`config.mk`:
```
export PLATFORM = sky130hd
export DESIGN_NAME = kps_fifo
export DESIGN_NICKNAME = d
export VERILOG_FILES = /design/src/kps_pkg.sv /design/src/kps_fifo.sv
export SDC_FILE = /design/constraint.sdc
export NUM_CORES = 1
export LEC_CHECK = 0
export ABC_AREA = 1
export BUFFER_PORTS_ARGS = -buffer_cell sky130_fd_sc_hd__buf_2
export CAP_MARGIN = 20
export CORE_MARGIN = 2
export CORE_UTILIZATION = 50
export CTS_CLUSTER_SIZE = 8
export DETAILED_ROUTE_END_ITERATION = 10
export PLACE_DENSITY = 0.8
export SYNTH_ARGS = -nofsm -noshare
export SYNTH_HDL_FRONTEND = slang
export SYNTH_SLANG_ARGS = --single-unit
```
`constraint.sdc`:
```
create_clock -name clock -period 16.7 [get_ports clock]
set_clock_uncertainty 0.15 [all_clocks]
set_input_delay 0.835 -clock clock [delete_from_list [all_inputs] [get_ports clock]]
set_output_delay 0.835 -clock clock [all_outputs]
set_load 0.1 [all_outputs]
```
`src/kps_pkg.sv`:
```
`timescale 1ns / 1ps
// ----------------------------------------------------------------------------
// kps_pkg: shared types and constants of the keyed phase sampler
// Hash constants, pipeline depths, register indexes, the item types and the remainder step.
// ----------------------------------------------------------------------------
package kps_pkg;

   localparam logic [63:0] KEY_MULT  = 64'h517cc1b727220a95;
   localparam logic [63:0] MIX_ADD   = 64'h9e3779b97f4a7c15;
   localparam logic [63:0] MIX_MUL_A = 64'hbf58476d1ce4e5b9;
   localparam logic [63:0] MIX_MUL_B = 64'h94d049bb133111eb;

   localparam int HASH_STAGES = 7;
   localparam int MOD_STAGES  = 64;
   // Input register, queue slot, hash stages, remainder stages, result register.
   localparam int KPS_LATENCY = 2 + HASH_STAGES + MOD_STAGES + 1;

   localparam int CSR_INDEX_W = 8;
   localparam logic [CSR_INDEX_W-1:0] REG_SEED         = 8'd0;
   localparam logic [CSR_INDEX_W-1:0] REG_INTERVAL     = 8'd1;
   localparam logic [CSR_INDEX_W-1:0] REG_THREAD_INDEX = 8'd2;
   localparam logic [CSR_INDEX_W-1:0] REG_THREAD_COUNT = 8'd3;

   typedef enum logic [1:0] {
      CLS_NEVER,
      CLS_ALWAYS,
      CLS_HASH
   } cls_type;

   typedef enum logic [1:0] {
      PH_IDLE,
      PH_DIV,
      PH_MUL,
      PH_MOD
   } phase_state_type;

   typedef struct packed {
      logic [63:0] seed;
      logic [31:0] interval;
      logic [31:0] thread_index;
      logic [31:0] thread_count;
   } cfg_type;

   typedef struct packed {
      logic [31:0] key_id;
      logic [63:0] occurrence;
      cls_type     cls;
   } item_type;

   // One restoring remainder step: shift in one dividend bit, subtract the
   // divisor when it fits. Bit 32 is the quotient bit.
   function automatic logic [32:0] rem_step(input logic [31:0] rem, input logic din,
                                            input logic [31:0] dvs);
      logic [32:0] t;
      t = {rem, din};
      if (t >= {1'b0, dvs}) begin
         rem_step = {1'b1, 32'(t - {1'b0, dvs})};
      end else begin
         rem_step = {1'b0, t[31:0]};
      end
   endfunction

endpackage

```
`src/kps_fifo.sv`:
```
`timescale 1ns / 1ps
// ----------------------------------------------------------------------------
// kps_fifo: two-entry item queue
// Show-ahead queue between the front end and the execution pipeline.
// ----------------------------------------------------------------------------
module kps_fifo (
   input  logic              clock,
   input  logic              reset,
   input  logic              push,
   input  kps_pkg::item_type push_item,
   input  logic              pop,
   output kps_pkg::item_type head,
   output logic              empty,
   output logic              full
);
   import kps_pkg::*;

   item_type   mem_ff [2];
   logic       wr_ff, rd_ff;
   logic [1:0] cnt_ff;
   logic       do_push, do_pop;

   assign empty   = (cnt_ff == 2'd0);
   assign full    = (cnt_ff == 2'd2);
   assign do_push = push && !full;
   assign do_pop  = pop && !empty;
   assign head    = mem_ff[rd_ff];

   always_ff @(posedge clock) begin
      if (reset) begin
         wr_ff  <= 1'b0;
         rd_ff  <= 1'b0;
         cnt_ff <= 2'd0;
      end else begin
         if (do_push) wr_ff <= ~wr_ff;
         if (do_pop)  rd_ff <= ~rd_ff;
         cnt_ff <= cnt_ff + 2'(do_push) - 2'(do_pop);
      end
      if (do_push) mem_ff[wr_ff] <= push_item;
   end

endmodule

```
# After elaboration in Yosys (flattened, before gate mapping)
# Memories as Yosys holds them, arrays and structs flattened. A register that Yosys moved wholly into a read port is not among the register bits.
# Cells that the tools add are included.
# Widths: inputs -> output; s select.
# word_totals
ramBits	196
romBits	0
ff_bits	4
wordCells	18
n_memories	1
latchBits	0
in_bits	102
# mem_list
memory	depth	width	read_ports	rd_clocked_by_memory_dff	wr	line	source
mem_ff	2	98	1	1	1	kps_fifo.sv:18	item_type mem_ff [2];
# classes
order_cmp	0
n_eq_ne	1
n_mul	0
n_reduce_logical	5
n_shift	0
mux	4
div_mod_pow	0
bitwise	2
addsub	2
# ops
cell	n
$mux 1	4
$add 2x1->2	1
$eq 2x2->1 const B	1
$logic_and 1x1->1	2
$logic_not 1->1	2
$logic_not 2->1	1
$not 1->1	2
$sub 2x1->2	1

# Depth between registers and ports, before layout
# depth
word_depth	5
depth_mapped	11
ltp_nobuf	11

# Worst setup path after synthesis
# OpenSTA, ideal clock, no wires.
# synth_timing
path_type	input-to-reg
startpoint	input port push
endpoint	memory mem_ff[0][0] in the netlist's numbering, enable pin
t_arrival_ns	4.983
required_ns	15.995
cell_stages	2
setup_time_ns	0.555
path_slack_ns	11.011
path_cell_list	nand2_1 > nor2_1
# synth_between
elab_chain_len	3
# synth_lines
item	line	source
start: declaration	kps_fifo.sv:9	input logic push,
$logic_and 1x1->1	kps_fifo.sv:25	assign do_push = push && !full;
$mux 1	kps_fifo.sv:39	if (do_push) mem_ff[wr_ff] <= push_item;
$mux 1 (implied by the code)	kps_fifo.sv:39	
end: declaration	kps_fifo.sv:18	
# Every way passes these cells.

==> out/qor.yml <==
grt_pass1_wl_um: 20150
grt_max_degree: 58
cp_cell_sequence: "buf_4, mux2_2, buf_2"
nFillCells: 1040
crit_type: "flip-flop to primary output"
fmax_mhz: 267.6
clock-sinks: 201
gp_congestion: 0.7624
crit_fanout: 51
synth_top_cell_by_area: "edfxtp_1"
synth_warnings: 0
place_area_sq_um: 8596
arrival_ns: 2.75
synth.most_common_cell: "edfxtp_1"
synth_area_leaders: "edfxtp_1 (80%), mux2_2 (12%), mux2_4 (4.1%)"
dp_hpwl_um: 8604
cp_slowest_cell: "dfxtp_4"
worst_pin_slew_ns: 0.7572
clk_latency_ns: 0.52
die_h_um: 125.6
cts_buffers: 29
max_stage_delay_ns: 0.74
finalCriticalPeriod_ns: 3.736
min_path_type: "input port to flip-flop"
relSlewSlack_pct: 49.52
postLayoutCellArea_sq_um: 9384
diodes: 0
post_cts_resized: 0
r2r-start: "cnt_ff[0]"
nNetsFinal: 673
timing.rr.end: "mem_ff[1][89]"
port_buffers: 201
cts_tree: "built"
grt-ovfl-total: 0
ios: 202
crit_required_ns: 15.72
synth.distinct_cells: 12
synth_ff_type: "edfxtp_1"
pre_cts_ws_ns: 13.45
finalHoldViolCount: 0
crit_path_end_kind: "primary output"
multi_input_area_sq_um: 1300
period_share_pct: 22.37
antenna_found_initial: 2
avgSynthCellArea_sq_um: 21.50
crit_end: "head[56]"
ys_seq_area_share_pct: 80.93
dr_total_vias: 3817
status: "finished clean"
worst_slack_ns: 12.96
yosysTopAreaCellShare_pct: 79.58
cp-start-kind: "flip-flop"
drtIter0Drc: 180
synth_common_cells: "edfxtp_1 (196), mux2_2 (78), mux2_4 (20), inv_1 (10), nor2_1 (9)"
syn2layout_area_growth_pct: 26.88
cap_violations: 0
wl_per_cell_um: 17.23
core_sq_um: 14480
syn-cell-area_sq_um: 7396
via_per_inst: 4.990
start_util_pct: 51.08
die_area_sq_um: 15780
cts_root_buf: "clkbuf_16"
htreeDepth: 1
rsz0062_at_grt: "false"
final-max-slew-violation-count: 0
synth_edf_count: 196
worst_r2r_path_depth: 5
netlist_instances: 344
drc: 0
grt_usage_pct: 16.27
seq_area_sq_um: 5989
clkTransAtPathRegs_ns: 0.05
die_w_um: 125.6
rows: 44
synth_fp_nets: 448
clockBufferDepth: 3
drive_above_1_share_pct: 58.00
route.antenna.remaining_nets: 0
fin_util_pct: 64.81
finalWirelength_um: 13180
drt_first_pass_iters: 4
synth_seq_cells: 201
tns_ns: 0
grt_pass1_vias: 4003
setup_violations: 0
synthArstFlopShare_pct: 0
rrSetupSlack_ns: 14.26
cts_hold_buffers: 0
post_cts_buffers: 0
through the flow:
stage	instances	hold WS (ns)
after CTS	765	0.3036
after global routing	765	0.3138
after detailed placement	722	0.3345
after global placement	722	0.3349
final	765	0.3276
after floorplan	344	0.3175
cell type report:
cell class | instances | area share [%]
Clock buffer | 41 | 8.213
Multi-Input combinational cell | 122 | 13.85
Timing Repair Buffer | 205 | 11.04
Sequential cell | 201 | 63.83
Inverter | 10 | 0.4267
Clock inverter | 2 | 0.1867
Tap cell | 184 | 2.453
worst max-delay path, delay by kind of cell, from the launching register on:
kind / cells / cell delay [ns]
buf+inv: 2 / 1.13
flops: 1 / 0.74
mux: 1 / 0.30
state kept, by name, summed over array words and instances (netlist names), named ones only:
register / flops
cnt_ff: 2
mem_ff: 196
rd_ff: 1
wr_ff: 1
logic make-up after synthesis:
family	share of synthesized area (%)
AOI/OAI and AO/OA	0.1353
buffers and inverters	1.590
and+or+nand+nor	1.066
muxes	15.94
adders and majority gates	0.3383
DFF	80.93
routing by layer:
| layer | GRT usage (%) | vias up | wire (um) |
|---|---|---|---|
| met5 | 0 | - | 0 |
| met1 | 17.91 | 1832 | 4760 |
| met3 | 5.905 | 34 | 1211 |
| met2 | 28.87 | 161 | 6820 |
| li1 | - | 1790 | - |
| met4 | 6.144 | 0 | 389 |
worst min path at each step:
stage               start   endpoint  slack [ns]  cells after the start
floorplan           rd_ff  flip-flop        0.32                      2
global placement    rd_ff      rd_ff        0.33                      2
detailed placement  rd_ff  flip-flop        0.33                      2
CTS                 reset  cnt_ff[0]        0.30                      2
global route        reset  cnt_ff[0]        0.31                      2
finish              reset  cnt_ff[0]        0.33                      2
cells in the final DEF (no fill, tap or decap):
master and n:
nand3_1 3, inv_1 9, dfxtp_1 4, buf_2 201
ha_1 2, clkbuf_1 12, nand2_1 8, edfxtp_1 196
clkinv_4 1, dfxtp_4 1, mux2_4 20, inv_6 1
a21oi_1 2, buf_4 4, mux2_2 78, nor2_1 8
clkbuf_16 29, nor2_4 1, inv_4 1
Power is left out: the tool's default activity adds up to more than one toggle a clock period on the data nets, which glitch-free logic cannot reach.
