===== config.mk =====
export PLATFORM = sky130hd
export DESIGN_NAME = kps_phase
export DESIGN_NICKNAME = d
export VERILOG_FILES = /design/src/kps_pkg.sv /design/src/kps_phase.sv
export SDC_FILE = /design/constraint.sdc
export NUM_CORES = 2
export LEC_CHECK = 0
export BUFFER_PORTS_ARGS = -buffer_cell sky130_fd_sc_hd__buf_2
export CORE_UTILIZATION = 34
export CTS_CLUSTER_SIZE = 10
export DETAILED_ROUTE_END_ITERATION = 6
export GPL_TIMING_DRIVEN = 0
export MAX_ROUTING_LAYER = met4
export PLACE_DENSITY = 0.48
export SYNTH_ARGS = -nofsm -noshare
export SYNTH_HDL_FRONTEND = slang
export SYNTH_SLANG_ARGS = --single-unit

===== constraint.sdc =====
create_clock -name clock -period 10.4 [get_ports clock]
set_input_delay 0.52 -clock clock [delete_from_list [all_inputs] [get_ports clock]]
set_output_delay 0.52 -clock clock [all_outputs]
set_load 0.05 [all_outputs]

===== src/kps_pkg.sv =====
`timescale 1ns / 1ps
// ----------------------------------------------------------------------------
// kps_pkg: shared types and constants of the keyed phase sampler
// Hash constants, pipeline depths, register indexes, the item types and the remainder step.
// ----------------------------------------------------------------------------
package kps_pkg;

   localparam logic [63:0] KEY_MULT  = 64'h517cc1b727220a95;
   localparam logic [63:0] MIX_ADD   = 64'h9e3779b97f4a7c15;
   localparam logic [63:0] MIX_MUL_A = 64'hbf58476d1ce4e5b9;
   localparam logic [63:0] MIX_MUL_B = 64'h94d049bb133111eb;

   localparam int HASH_STAGES = 7;
   localparam int MOD_STAGES  = 64;
   // Input register, queue slot, hash stages, remainder stages, result register.
   localparam int KPS_LATENCY = 2 + HASH_STAGES + MOD_STAGES + 1;

   localparam int CSR_INDEX_W = 8;
   localparam logic [CSR_INDEX_W-1:0] REG_SEED         = 8'd0;
   localparam logic [CSR_INDEX_W-1:0] REG_INTERVAL     = 8'd1;
   localparam logic [CSR_INDEX_W-1:0] REG_THREAD_INDEX = 8'd2;
   localparam logic [CSR_INDEX_W-1:0] REG_THREAD_COUNT = 8'd3;

   typedef enum logic [1:0] {
      CLS_NEVER,
      CLS_ALWAYS,
      CLS_HASH
   } cls_type;

   typedef enum logic [1:0] {
      PH_IDLE,
      PH_DIV,
      PH_MUL,
      PH_MOD
   } phase_state_type;

   typedef struct packed {
      logic [63:0] seed;
      logic [31:0] interval;
      logic [31:0] thread_index;
      logic [31:0] thread_count;
   } cfg_type;

   typedef struct packed {
      logic [31:0] key_id;
      logic [63:0] occurrence;
      cls_type     cls;
   } item_type;

   // One restoring remainder step: shift in one dividend bit, subtract the
   // divisor when it fits. Bit 32 is the quotient bit.
   function automatic logic [32:0] rem_step(input logic [31:0] rem, input logic din,
                                            input logic [31:0] dvs);
      logic [32:0] t;
      t = {rem, din};
      if (t >= {1'b0, dvs}) begin
         rem_step = {1'b1, 32'(t - {1'b0, dvs})};
      end else begin
         rem_step = {1'b0, t[31:0]};
      end
   endfunction

endpackage


===== src/kps_phase.sv =====
`timescale 1ns / 1ps
// ----------------------------------------------------------------------------
// kps_phase: thread phase sequencer
// Recomputes (thread_index * stride) mod interval one bit per cycle.
// ----------------------------------------------------------------------------
module kps_phase (
   input  logic            clock,
   input  logic            reset,
   input  logic            trigger,
   input  kps_pkg::cfg_type cfg,
   output logic            busy,
   output logic [31:0]     tphase
);
   import kps_pkg::*;

   phase_state_type state_ff, state_in;
   logic [63:0] work_ff, work_in;
   logic [31:0] rem_ff, rem_in;
   logic [5:0]  cnt_ff, cnt_in;
   logic [31:0] tphase_ff, tphase_in;
   logic [31:0] threads;
   logic [31:0] stride;
   logic [32:0] div_step;
   logic [32:0] mod_step;

   assign threads  = (cfg.thread_count == 32'd0) ? 32'd1 : cfg.thread_count;
   assign stride   = (work_ff[31:0] == 32'd0) ? 32'd1 : work_ff[31:0];
   assign div_step = rem_step(rem_ff, work_ff[31], threads);
   assign mod_step = rem_step(rem_ff, work_ff[63], cfg.interval);

   always_ff @(posedge clock) begin
      if (reset) begin
         state_ff  <= PH_IDLE;
         tphase_ff <= 32'd0;
         cnt_ff    <= 6'd0;
      end else begin
         state_ff  <= state_in;
         tphase_ff <= tphase_in;
         cnt_ff    <= cnt_in;
      end
      work_ff <= work_in;
      rem_ff  <= rem_in;
   end

   always_comb begin
      state_in  = state_ff;
      work_in   = work_ff;
      rem_in    = rem_ff;
      cnt_in    = cnt_ff;
      tphase_in = tphase_ff;
      unique case (state_ff)
         PH_IDLE: begin
            if (trigger) begin
               state_in = PH_DIV;
               work_in  = {32'd0, cfg.interval};
               rem_in   = 32'd0;
               cnt_in   = 6'd0;
            end
         end
         PH_DIV: begin
            rem_in  = div_step[31:0];
            work_in = {32'd0, work_ff[30:0], div_step[32]};
            cnt_in  = cnt_ff + 6'd1;
            if (cnt_ff == 6'd31) begin
               state_in = PH_MUL;
            end
         end
         PH_MUL: begin
            work_in  = 64'(cfg.thread_index * stride);
            rem_in   = 32'd0;
            cnt_in   = 6'd0;
            state_in = PH_MOD;
         end
         PH_MOD: begin
            rem_in  = mod_step[31:0];
            work_in = {work_ff[62:0], 1'b0};
            cnt_in  = cnt_ff + 6'd1;
            if (cnt_ff == 6'd63) begin
               tphase_in = mod_step[31:0];
               state_in  = PH_IDLE;
            end
         end
         default: state_in = PH_IDLE;
      endcase
   end

   assign busy   = (state_ff != PH_IDLE);
   assign tphase = tphase_ff;

endmodule


After elaboration in Yosys (flattened, before gate mapping)
Index checks and enable logic that the tools add are counted.

cells by class
  add/sub/neg operators = 3
  reduce and logical (&&, ||, !) cells = 7
  muxes and demuxes = 14
  $mul = 1
  equal/unequal tests = 8
  order comparisons = 2

operators by type and width
  kind                                           count
  case mux 64 bit (4 select lines)               1
  2-to-1 mux 32 bit                              4
  case mux 32 bit (4 select lines)               1
  greater-or-equal comparator 33 x 32 -> 1 bit   2
  logical NOT 32 bit                             2
  multiplier 32 x 32 -> 64 bit                   1
  2-to-1 mux 64 bit                              1
  subtractor 32 bit                              2
  2-to-1 mux 33 bit                              1
  case mux 6 bit (3 select lines)                1
  case mux 2 bit (4 select lines)                1
  adder 6 x 1 -> 6 bit, second input constant    1
  == test 6 x 5 -> 1 bit, second input constant  1
  == test 6 bit, second input constant           1
  2-to-1 mux 2 bit                               3
  2-to-1 mux 6 bit                               1
  inequality test 2 bit, second input constant   3
  == test 2 bit, second input constant           2
  AND reduction 3 bit                            1
  == test 2 x 1 -> 1 bit, second input constant  1
  logical NOT 2 bit                              1
  AND reduction 2 bit                            1
  nonzero test 2 bit                             1
  OR reduction 2 bit                             1

word-level totals
  bits in registers = 136
  output and inout port bits = 33
  input bits = 163

Depth between registers and ports, before layout
  depth in word-level cells = 5
  mapped depth = 28
  mapped depth without buffers = 26

Worst setup path after synthesis
Ideal clock, no wire load.

  path kind = input -> register
  start point = in cfg[42] (netlist name)
  end point = reg work_ff[42], data pin
  arrival = 6.999 ns
  cell stages on the path = 25
  slack = 3.134 ns
  path buffers = 1
  cells stage by stage = clkbuf_1 -> and2_1 -> fa_1 -> inv_1 -> fa_1 -> inv_1 -> fa_1 -> inv_1 -> fa_1 -> inv_1 -> fa_1 -> fa_1 -> fa_1 -> fa_1 -> ha_1 -> a21oi_1 -> o21ai_0 -> a21o_1 -> a21oi_1 -> nor2_1 -> or4_1 -> a21oi_1 -> o21ai_0 -> xnor2_1 -> o21ai_0

between the ends
  cells in the longest elaborated chain, start to end = 2

ends and longest elaborated chain
  item                              RTL line         RTL
  start, declared                   kps_phase.sv:10  input kps_pkg::cfg_type cfg,
  multiplier 32 x 32 -> 64 bit      kps_phase.sv:69  work_in = 64'(cfg.thread_index * stride);
  case mux 64 bit (4 select lines)  kps_phase.sv:51  unique case (state_ff)
  named net work_in[42]             kps_phase.sv:17  logic [63:0] work_ff, work_in;
  end signal, assigned              kps_phase.sv:41  work_ff <= work_in;
  end, declared                     kps_phase.sv:17

The timed path passes the listed nets, and every way through them passes these cells.
A chain may end at the register's enable or synchronous reset.

Worst setup path after layout
  start point = reg work_ff[31]
  end point = reg work_ff[57], data pin

between the ends
  cells in the longest elaborated chain, start to end = 4

ends and longest elaborated chain
  item                                RTL line         RTL
  logical NOT 32 bit                  kps_phase.sv:27  assign stride = (work_ff[31:0] == 32'd0) ? 32'd1 : work_ff[31:0];
  2-to-1 mux 32 bit *                 kps_phase.sv:27
  multiplier 32 x 32 -> 64 bit *      kps_phase.sv:69
  case mux 64 bit (4 select lines) *  kps_phase.sv:51
  named net work_in[57]               kps_phase.sv:17

Mark *: on every way through the listed nets, which the timed path passes. The rest lies on a longest branch.

==> impl_metrics.env <==
export IMPL_drive_above_1_share_pct=4.20
export IMPL_synth_edff_count=96
export IMPL_worst_endpoint_arrival_ns=10.25
export IMPL_die_h_um=359
export IMPL_tritoncts="yes"
export IMPL_synth_largest_area_cell="fa_1"
export IMPL_worst_path_max_fanout=10
export IMPL_final_setup_viol_count=0
export IMPL_clock_root_buffer="clkbuf_16"
export IMPL_dieArea_sq_mm=0.129
export IMPL_crit_slowest_cell="clkbuf_1"
export IMPL_ctsHoldBuffers=0
export IMPL_hold_class="in -> reg"
export IMPL_die_w_um=359
export IMPL_final_antenna_net_count=0
export IMPL_maxSlewHeadroom_pct=5.28
export IMPL_setup_tns_final_ns=0
export IMPL_core_region_area_sq_mm=0.126
export IMPL_startpoint_type="register"
export IMPL_clkSinkCount=136
export IMPL_grt_first_pass_wirelength_um=253000
export IMPL_synth_yosys_seq_area_share_pct=8.50
export IMPL_cap_violations=0
export IMPL_netlist_area_sq_mm=0.0433
export IMPL_row_count=130
export IMPL_synth_top_area_share_pct=41.5
export IMPL_yosys_top_cells_area="fa_1 41%, ha_1 9.6%, and2_1 8.6%"
export IMPL_cts_buffers=25
export IMPL_antenna_found_initial=18
export IMPL_synth_yosys_warnings=0
export IMPL_worst_setup_path_type="reg -> reg"
export IMPL_cp_num_buf_inv=4
export IMPL_dp_hpwl_um=147000
export IMPL_post_route_drc_count=0
export IMPL_ys_top_cells_by_count="946 x inv_1, 898 x fa_1, 599 x and2_1"
export IMPL_clock_latency_ns=0.51
export IMPL_worst_slew_pin_slew_ns=1.42
export IMPL_routed_wl_um=172000
export IMPL_required_ns=10.60
export IMPL_multiInputGateArea_sq_mm=0.0350
export IMPL_outcome="finished, final reports clean"
export IMPL_syn_to_final_growth_pct=7.93
export IMPL_slew_viol_final=0
export IMPL_synth_cell_types=84
export IMPL_synth_fp_nets=6251
export IMPL_period_share_pct=96.7
export IMPL_drtPass1Iterations=5
export IMPL_rsz0062_at_grt="false"
export IMPL_routedWlPerCell_um=25.8
export IMPL_grt_ovfl_total=0
export IMPL_cts_resized=0
export IMPL_skew_ns=0.0354
export IMPL_finalInstanceArea_sq_mm=0.0468
export IMPL_clk_pin_slew_ns=0.06
export IMPL_synth_ff_type="edfxtp_1"
export IMPL_grt_total_usage_pct=27.9
export IMPL_place_area_sq_mm=0.0461
export IMPL_synthMostInstantiatedCell="inv_1"
export IMPL_post_cts_buffers=0
export IMPL_nets=6409
export IMPL_start_util_pct=34.4
export IMPL_slowest_delay_ns=0.97
export IMPL_grt_max_degree=66
export IMPL_cp_end_kind="register"
export IMPL_grt_pass1_vias=35900
export IMPL_io_pins=196
export IMPL_async_flop_share_pct=0
export IMPL_max_freq_mhz=99.5
export IMPL_syn_area_per_cell_sq_um=8.92
export IMPL_cp_top_family="adder cells"
export IMPL_fin_crit_ns=10.05
export IMPL_io_buffers=130
export IMPL_nFillCells=13100
export IMPL_crit_chain="clkbuf_1, clkbuf_1, and2_1, fa_1, fa_1, fa_1, fa_1, fa_1, fa_1, fa_1, inv_1, fa_1, inv_1, ha_1, and3_1, nand4_1, nor2_1, nand2_1, a21oi_1, o21ai_0, a31oi_1, a31oi_1, xor2_1, o21ai_0"
export IMPL_synth_seq_cells=136
export IMPL_htree_levels=4
export IMPL_hold_slack_ns=0.366
export IMPL_vias=34400
export IMPL_clockBufferDepth=3
export IMPL_final_util_pct=37.1
export IMPL_drt_iter0_drc=2998
export IMPL_crit_top_cell="fa_1"
export IMPL_seq_area_sq_mm=0.00368
export IMPL_finalHoldViolCount=0
export IMPL_place_congestion=0.996
export IMPL_viasPerCell=5.15
export IMPL_netlist_instances=4857
routing by layer:
| layer | part of all wire (%) | track usage, % |
|---|---|---|
| met1 | 44 | 37.5 |
| met2 | 46 | 43.6 |
| met3 | 7.2 | 3.91 |
| met4 | 3.0 | 8.22 |
| met5 | 0 | - |
layout by cell type, fill, tap and decap left out, drive strengths merged, types with 53 or more instances in the layout:
| cell | count |
|---|---|
| inv | 947 |
| fa | 898 |
| and2 | 599 |
| nand2 | 584 |
| ha | 333 |
| clkbuf | 292 |
| a21oi | 201 |
| buf | 151 |
| nor2 | 128 |
| o21ai | 110 |
| edfxtp | 96 |
| a21o | 66 |
| xnor2 | 64 |
| xor2 | 53 |
tightest hold or removal path: stages:
cell and delay, ns:
buf_2 0.12, nand2_1 0.06, o21ai_0 0.06
per-stage QoR:
step           setup slack [ns]  cells
6_report                  0.348   6685
5_1_grt                  0.0399   6677
4_1_cts                   0.398   6669
3_5_place_dp              0.473   6638
3_3_place_gp              0.420   6637
2_1_floorplan              3.13   4857
worst paths after layout:
path	start	endpoint	slack, ns	cells after the start
worst min-delay path	cfg[64]	work_ff[0]	0.37	3
worst max register to register	work_ff[31]	work_ff[57]	0.35	24
worst min register to register	tphase[3]	tphase[3]	0.50	2
worst max-delay path	work_ff[31]	work_ff[57]	0.35	24
sequential cells by signal, indices dropped and copies added (netlist names):
signal	cells
tphase	32
rem_ff	32
work_ff	64
state_ff	2
cnt_ff	6
final cells by class:
class | count | area share, %
Multi-Input combinational cell | 3488 | 74.8
Sequential cell | 136 | 7.87
Inverter | 948 | 7.61
Tap cell | 1650 | 4.41
Buffer | 285 | 2.39
Timing Repair Buffer | 131 | 1.45
Clock buffer | 27 | 1.35
Antenna cell | 16 | 0.0856
Clock inverter | 4 | 0.0401
cells by family (layout without fill, tap and decap cells):
| group | count (synthesis) | count (layout) | synth area share [%] |
|---|---|---|---|
| muxes | 30 | 30 | 0.722 |
| and+or+nand+nor | 1508 | 1508 | 17.6 |
| other | 0 | 16 | 0 |
| buffers and inverters | 1233 | 1395 | 10.8 |
| adders and majority gates | 1231 | 1231 | 51.1 |
| xor gates and xnor gates | 117 | 117 | 2.36 |
| DFF | 136 | 136 | 8.50 |
| AOI/OAI and AO/OA | 602 | 602 | 8.92 |
Power is not shown: default switching activity piles up to over one toggle a cycle in this logic, so the estimate is an artifact.
